### src/assert_macros.svh
// Assertion macros used by the top level of the page-run allocator.
// Defining SYNTH leaves every macro with an empty body.
`ifndef ASSERT_MACROS_SVH
`define ASSERT_MACROS_SVH
`ifndef SYNTH
// same-cycle implication
`define ASSERT_IMPLIES(lbl, clk, rst, ante, cons) \
   lbl: assert property (@(posedge clk) disable iff (rst) (ante) |-> (cons)) \
      else $error("assertion failed: same-cycle implication");
// next-cycle implication
`define ASSERT_NEXT(lbl, clk, rst, ante, cons) \
   lbl: assert property (@(posedge clk) disable iff (rst) (ante) |=> (cons)) \
      else $error("assertion failed: next-cycle implication");
`else
`define ASSERT_IMPLIES(lbl, clk, rst, ante, cons)
`define ASSERT_NEXT(lbl, clk, rst, ante, cons)
`endif
`endif

### src/cpra_pkg.sv
// Shared types and constants of the contiguous page-run allocator.
// No dependencies; used by the controller, the datapath and the top level.
package cpra_pkg;

   // request stream layout (tdata, low bits first)
   localparam int BYTES_W  = 24;
   localparam int FRAMES_W = 32;
   localparam int ADDR_W   = 64;
   localparam int BYTES_LO  = 0;
   localparam int FRAMES_LO = BYTES_LO + BYTES_W;
   localparam int RADDR_LO  = FRAMES_LO + FRAMES_W;
   localparam int REQ_W     = 120;

   // result stream layout (tdata, low bits first)
   localparam int STATUS_W = 3;
   localparam int FIRST_W  = 10;
   localparam int COUNT_W  = 11;
   localparam int RSP_W    = 104;

   // configuration registers
   localparam int CSR_IDX_W  = 1;
   localparam int CSR_DATA_W = 64;
   localparam logic [CSR_IDX_W-1:0] CSR_WINDOW_BASE   = 1'b0;
   localparam logic [CSR_IDX_W-1:0] CSR_FRAME_RESERVE = 1'b1;
   localparam logic [63:0] WINDOW_BASE_RESET   = 64'hFFFF_FFFF_8100_0000;
   localparam logic [15:0] FRAME_RESERVE_RESET = 16'd256;

   typedef enum logic [STATUS_W-1:0] {
      ST_OK         = 3'd0,
      ST_BAD_SIZE   = 3'd1,
      ST_NO_RUN     = 3'd2,
      ST_FRAMES_LOW = 3'd3,
      ST_OUTSIDE    = 3'd4,
      ST_NOT_START  = 3'd5,
      ST_NULL       = 3'd6
   } status_type;

   // controller -> datapath
   typedef struct packed {
      logic       clear;        // reset-time RAM clearing write
      logic       load;         // capture request
      logic       scan_init;
      logic       scan;         // one page read/evaluated
      logic       commit_init;  // record run length, start marking
      logic       release_init; // clear run length, start releasing
      logic       step;         // one bitmap write of commit/release
      logic       addr_calc;
      logic       set_status;
      status_type status;
      logic       emit;         // load result register
   } cmd_type;

   // datapath -> controller
   typedef struct packed {
      logic clear_last;
      logic is_free;
      logic bad_size;
      logic is_null;
      logic outside;
      logic hit;
      logic scan_done;
      logic frames_low;
      logic run_zero;
      logic step_last;
      logic out_busy;
   } stat_type;

endpackage

### src/cpra_ctrl.sv
// Controller state machine of the page-run allocator.
// Depends on cpra_pkg (command and status structs, status codes).
module cpra_ctrl (
   input  logic               clock,
   input  logic               reset,
   input  logic               req_tvalid,
   output logic               req_tready,
   input  cpra_pkg::stat_type stat,
   output cpra_pkg::cmd_type  cmd
);

   typedef enum logic [9:0] {
      S_CLEAR      = 10'b00_0000_0001,
      S_IDLE       = 10'b00_0000_0010,
      S_DECODE     = 10'b00_0000_0100,
      S_SCAN       = 10'b00_0000_1000,
      S_CHECK      = 10'b00_0001_0000,
      S_COMMIT     = 10'b00_0010_0000,
      S_FREE_CHECK = 10'b00_0100_0000,
      S_RELEASE    = 10'b00_1000_0000,
      S_ADDR       = 10'b01_0000_0000,
      S_RESPOND    = 10'b10_0000_0000
   } state_type;

   state_type state_ff, state_in;

   always_ff @(posedge clock) begin
      if (reset) begin
         state_ff <= S_CLEAR;
      end else begin
         state_ff <= state_in;
      end
   end

   always_comb begin
      state_in         = state_ff;
      req_tready       = 1'b0;
      cmd.clear        = 1'b0;
      cmd.load         = 1'b0;
      cmd.scan_init    = 1'b0;
      cmd.scan         = 1'b0;
      cmd.commit_init  = 1'b0;
      cmd.release_init = 1'b0;
      cmd.step         = 1'b0;
      cmd.addr_calc    = 1'b0;
      cmd.set_status   = 1'b0;
      cmd.status       = cpra_pkg::ST_OK;
      cmd.emit         = 1'b0;
      unique case (state_ff)
         S_CLEAR: begin
            cmd.clear = 1'b1;
            if (stat.clear_last) begin
               state_in = S_IDLE;
            end
         end
         S_IDLE: begin
            req_tready = 1'b1;
            if (req_tvalid) begin
               cmd.load = 1'b1;
               state_in = S_DECODE;
            end
         end
         S_DECODE: begin
            if (!stat.is_free) begin
               if (stat.bad_size) begin
                  cmd.set_status = 1'b1;
                  cmd.status     = cpra_pkg::ST_BAD_SIZE;
                  state_in       = S_RESPOND;
               end else begin
                  cmd.scan_init = 1'b1;
                  state_in      = S_SCAN;
               end
            end else if (stat.is_null) begin
               cmd.set_status = 1'b1;
               cmd.status     = cpra_pkg::ST_NULL;
               state_in       = S_RESPOND;
            end else if (stat.outside) begin
               cmd.set_status = 1'b1;
               cmd.status     = cpra_pkg::ST_OUTSIDE;
               state_in       = S_RESPOND;
            end else begin
               // run-length read at the page index is under way
               state_in = S_FREE_CHECK;
            end
         end
         S_SCAN: begin
            cmd.scan = 1'b1;
            if (stat.hit) begin
               state_in = S_CHECK;
            end else if (stat.scan_done) begin
               cmd.set_status = 1'b1;
               cmd.status     = cpra_pkg::ST_NO_RUN;
               state_in       = S_RESPOND;
            end
         end
         S_CHECK: begin
            if (stat.frames_low) begin
               cmd.set_status = 1'b1;
               cmd.status     = cpra_pkg::ST_FRAMES_LOW;
               state_in       = S_RESPOND;
            end else begin
               cmd.commit_init = 1'b1;
               state_in        = S_COMMIT;
            end
         end
         S_COMMIT: begin
            cmd.step = 1'b1;
            if (stat.step_last) begin
               state_in = S_ADDR;
            end
         end
         S_FREE_CHECK: begin
            if (stat.run_zero) begin
               cmd.set_status = 1'b1;
               cmd.status     = cpra_pkg::ST_NOT_START;
               state_in       = S_RESPOND;
            end else begin
               cmd.release_init = 1'b1;
               state_in         = S_RELEASE;
            end
         end
         S_RELEASE: begin
            cmd.step = 1'b1;
            if (stat.step_last) begin
               state_in = S_ADDR;
            end
         end
         S_ADDR: begin
            cmd.addr_calc  = 1'b1;
            cmd.set_status = 1'b1;
            cmd.status     = cpra_pkg::ST_OK;
            state_in       = S_RESPOND;
         end
         S_RESPOND: begin
            if (!stat.out_busy) begin
               cmd.emit = 1'b1;
               state_in = S_IDLE;
            end
         end
         default: begin
            state_in = S_CLEAR;
         end
      endcase
   end

endmodule

### config.mk
export PLATFORM = sky130hd
export DESIGN_NAME = cpra_ctrl
export DESIGN_NICKNAME = d
export VERILOG_FILES = /design/src/assert_macros.svh /design/src/cpra_pkg.sv /design/src/cpra_ctrl.sv
export SDC_FILE = /design/constraint.sdc
export NUM_CORES = 1
export LEC_CHECK = 0
export BUFFER_PORTS_ARGS = -buffer_cell sky130_fd_sc_hd__buf_2
export CAP_MARGIN = 20
export CELL_PAD_IN_SITES_DETAIL_PLACEMENT = 1
export CELL_PAD_IN_SITES_GLOBAL_PLACEMENT = 2
export CORE_MARGIN = 5
export CORE_UTILIZATION = 28
export DETAILED_ROUTE_END_ITERATION = 8
export HOLD_SLACK_MARGIN = 0.02
export PLACE_DENSITY_LB_ADDON = 0.25
export RECOVER_POWER = 25
export SYNTH_ARGS = -nofsm -noshare
export SYNTH_HDL_FRONTEND = slang
export SYNTH_SLANG_ARGS = --single-unit
### constraint.sdc
create_clock -name clock -period 4.6 [get_ports clock]
set_input_delay 0.92 -clock clock [delete_from_list [all_inputs] [get_ports clock]]
set_output_delay 0.92 -clock clock [all_outputs]
set_load 0.02 [all_outputs]
### Yosys cells after proc, flatten, opt, wreduce, memory -nomap -nowiden

Index checks and enable logic that the tools add are counted.

| operators by class | value |
|---|---|
| mux-type cells | 38 |
| reduce and logical (&&, ||, !) cells | 2 |
| eq/ne operators | 15 |

Operators with widths:

| operator | count |
|---|---|
| 2-to-1 mux 10 bit | 12 |
| one-hot mux 10 bit (9 select lines) | 1 |
| 2-to-1 mux 4 bit | 8 |
| one-hot mux 4 bit (5 select lines) | 1 |
| 2-to-1 mux 1 bit | 16 |
| == test 10 x 1 -> 1 bit (second input constant) | 1 |
| == test 10 bit (second input constant) | 1 |
| == test 10 x 2 -> 1 bit (second input constant) | 1 |
| == test 10 x 3 -> 1 bit (second input constant) | 1 |
| == test 10 x 4 -> 1 bit (second input constant) | 1 |
| == test 10 x 5 -> 1 bit (second input constant) | 1 |
| == test 10 x 6 -> 1 bit (second input constant) | 1 |
| == test 10 x 7 -> 1 bit (second input constant) | 1 |
| == test 10 x 8 -> 1 bit (second input constant) | 1 |
| == test 10 x 9 -> 1 bit (second input constant) | 1 |
| != test 2 bit (second input constant) | 3 |
| AND reduction 5 bit | 1 |
| != test 3 bit (second input constant) | 1 |
| != test 2 x 1 -> 1 bit (second input constant) | 1 |
| OR reduction 2 bit | 1 |

| storage, ports and cells | value |
|---|---|
| register bits after elaboration | 10 |
| input port bits | 14 |
| output and inout port bits | 14 |

### Longest topological paths before layout

| logic depth | value |
|---|---|
| depth in word-level cells | 4 |
| gate-level depth with buffers | 6 |
| gate-level depth less buffers | 5 |

### Worst setup path before layout

No wires, ideal clock.

| path | value |
|---|---|
| path kind | register -> output |
| start point | register state_ff[2] |
| end point | output port cmd[11] (netlist bit) |
| stages on the path, launching flop included | 6 |
| path buffers | 1 |
| path slack | 1.851 ns |
| data required time | 3.680 ns |
| arrival | 1.829 ns |
| path through | dfxtp_1 > buf_2 > nor4_2 > nand2_1 > nor3b_1 > and2_1 |

RTL lines:

| element | line | text |
|---|---|---|
| start, declared | cpra_ctrl.sv:25 | `state_type state_ff, state_in;` |
| start signal, assigned | cpra_ctrl.sv:31 | `state_ff <= state_in;` |
| end, declared | cpra_ctrl.sv:9 | `output cpra_pkg::cmd_type cmd` |

==> out/metrics.cfg <==
[floorplan]
rows=19
start_util=0.292
io_pins=28
dieArea_mm2=0.00408
die_y_um=63.9
die_w_um=63.9
core_area_mm2=0.00278

[place]
gp_congestion=0.691
portBuffers=27
dp_hpwl_mm=2.01

[clock_network]
numCtsBuffers=3
numClockSinks=10
cts_buffer_depth=2
postCtsSetupBuffers=0
ctsRootBufferMaster=clkbuf_4
clkLatencyLatePin_ns=0.28
cts_tree=done
ctsHoldBuffers=0
clkTransAtPathRegs_ns=0.08
ctsResizeCount=0
cts_max_level=1

[grt]
grt_pass1_vias=981
grt_start_max_net_pins=13
gr-usage-all-layers=0.138
antenna_found_initial=0
grt_overflow=0
grt_pass1_wl_mm=4.58

[logic_synthesis]
syn-num-nets=120
synth_warnings=0
async_flop_share=0
synthesis.area_um2=813
ys_types=41
synth-edff-count=0
synth_seq_cells=10
synth_ff_type=dfxtp_1
avgSynthCellArea_um2=7.67
synth_cells=106
yosysSeqAreaShare=0.246

[setup_path]
critPathKind=flip-flop to primary output
critPathRequiredTime_ns=3.68
crit_chain=nor4_1 -> nand2_2 -> or4_4 -> o21ai_2 -> buf_2
crit_fanout=6
cp-end-kind=primary output
start_kind=flip-flop
path_buf_inv=1
worstPathArrival_ns=2.48
critPathTopFamily=simple AND/OR/NAND/NOR gates
cp_slowest_cell=nor4_1
max_stage_delay_ns=0.77

[status]
status=completed

[sta]
min_period_over_period=0.739
slew-limit-headroom=0.406
worstMarginPinSlew_ns=0.882
maxSlewViolCount=0
fin_skew_ns=0.00181
min_period_ns=3.40
rsz0062_at_grt=no
fmax_ghz=0.294
finalSetupViolCount=0
tns_ns=0
hold_viol_final=0
fin_hold_ws_ns=0.572

[min_path]
min_path_type=flip-flop to flip-flop

[power_and_ir_drop]
powerDensity_mw_per_mm2=348
p_leak_uw=0.000413
irDropWorstVdd_mv=0.173

[route]
vias=918
drtIter0Drc=43
viasPerCell=5.67
wl_per_cell_um=16.0
dr.pass1.iters=4
postRouteAntennaNets=0
route.detailed.drc=0
routed_wl_mm=2.59

[final_layout]
post_route_cells_drive_above_1_share=0.298
num_antenna_cells=0
area.growth.synth_to_final_pct=18.3
reg_top3=state_ff x10
final_core_util=0.346
largest_reg_flops=10
fin_nets=146
regMostFlops=state_ff

[job]
maxCapViolations=0

## synthesized netlist by cell type (2+ instances only)
cell type | n | share of area
nor2_1 | 14 | 0.065
dfxtp_1 | 10 | 0.25
a21oi_1 | 7 | 0.043
nand2_1 | 7 | 0.032
nor3_1 | 7 | 0.043
nand2b_1 | 6 | 0.046
o21ai_0 | 5 | 0.031
inv_1 | 3 | 0.014
nor3b_1 | 3 | 0.028
nor4b_1 | 3 | 0.032
a31oi_1 | 2 | 0.015
and3_1 | 2 | 0.015
and3b_1 | 2 | 0.022
buf_2 | 2 | 0.012
buf_6 | 2 | 0.028
clkbuf_1 | 2 | 0.0092
nand3_1 | 2 | 0.012
nand3b_1 | 2 | 0.018
nor4_1 | 2 | 0.015
xor2_1 | 2 | 0.022
## area by class of cell
| class | count | area (µm²) |
|---|---|---|
| clock buffer | 4 | 36.3 |
| fill | 377 | 1820 |
| inverter | 3 | 11.3 |
| multi-input combinational | 87 | 541 |
| sequential | 10 | 200 |
| tap | 31 | 38.8 |
| timing repair buffer | 27 | 135 |
## worst register-to-register path: cells and delay by family, from the launching register on
kind / cells / cell delay [ns]
compound gates: 3 / 0.90
simple gates: 2 / 1.02
flops: 1 / 0.35
## cell usage in the layout (no fill, tap or decap), types with 5 or more instances in the layout
master     n
nand2b_1   6
dfxtp_1   10
a21oi_1    7
nand2_1    7
o21ai_0    5
nor3_1     7
nor2_1    14
buf_2     27
## cell families (layout without fill, tap and decap cells)
group,count (synthesis),after routing,synth area share
simple gates,61,61,0.458
compound gates,23,23,0.200
buf+inv,9,34,0.0631
flops,10,10,0.246
xor+xnor,3,3,0.0323
## per-layer routing
metal | share of wire | global-route usage | vias to the layer above
met4 | 0.019 | 0.0623 | 0
met5 | 0 | 0 | -
met1 | 0.48 | 0.179 | 442
met2 | 0.46 | 0.211 | 31
li1 | - | - | 439
met3 | 0.047 | 0.0385 | 6
## stage by stage
stage                     power, µW  cells  instance area, µm²  worst slack, ns
after floorplan                 212    106                 813             1.85
after global placement          250    158                 947             1.75
after detailed placement        253    158                 947             1.69
after CTS                       341    162                 983             1.58
after global routing            363    162                 962            0.988
final                           335    162                 962             1.20
## power breakdown
group	switching (µW)	internal [µW]	total [µW]
clock network	38.1	48.2	86.2
logic	79.4	53.1	133
registers	20.5	95.5	116
## worst paths after layout
path / startpoint / end / slack (ns) / cells after the start
max: state_ff[5]$_SDFFE_PP0P_ / cmd[1] / 1.20 / 5
min: state_ff[5]$_SDFFE_PP0P_ / state_ff[5]$_SDFFE_PP0P_ / 0.57 / 2
max reg2reg: state_ff[5]$_SDFFE_PP0P_ / state_ff[0]$_SDFFE_PP1P_ / 2.22 / 5
min reg2reg: state_ff[5]$_SDFFE_PP0P_ / state_ff[5]$_SDFFE_PP0P_ / 0.57 / 2
No activity file was read; power rests on OpenSTA's default activity.
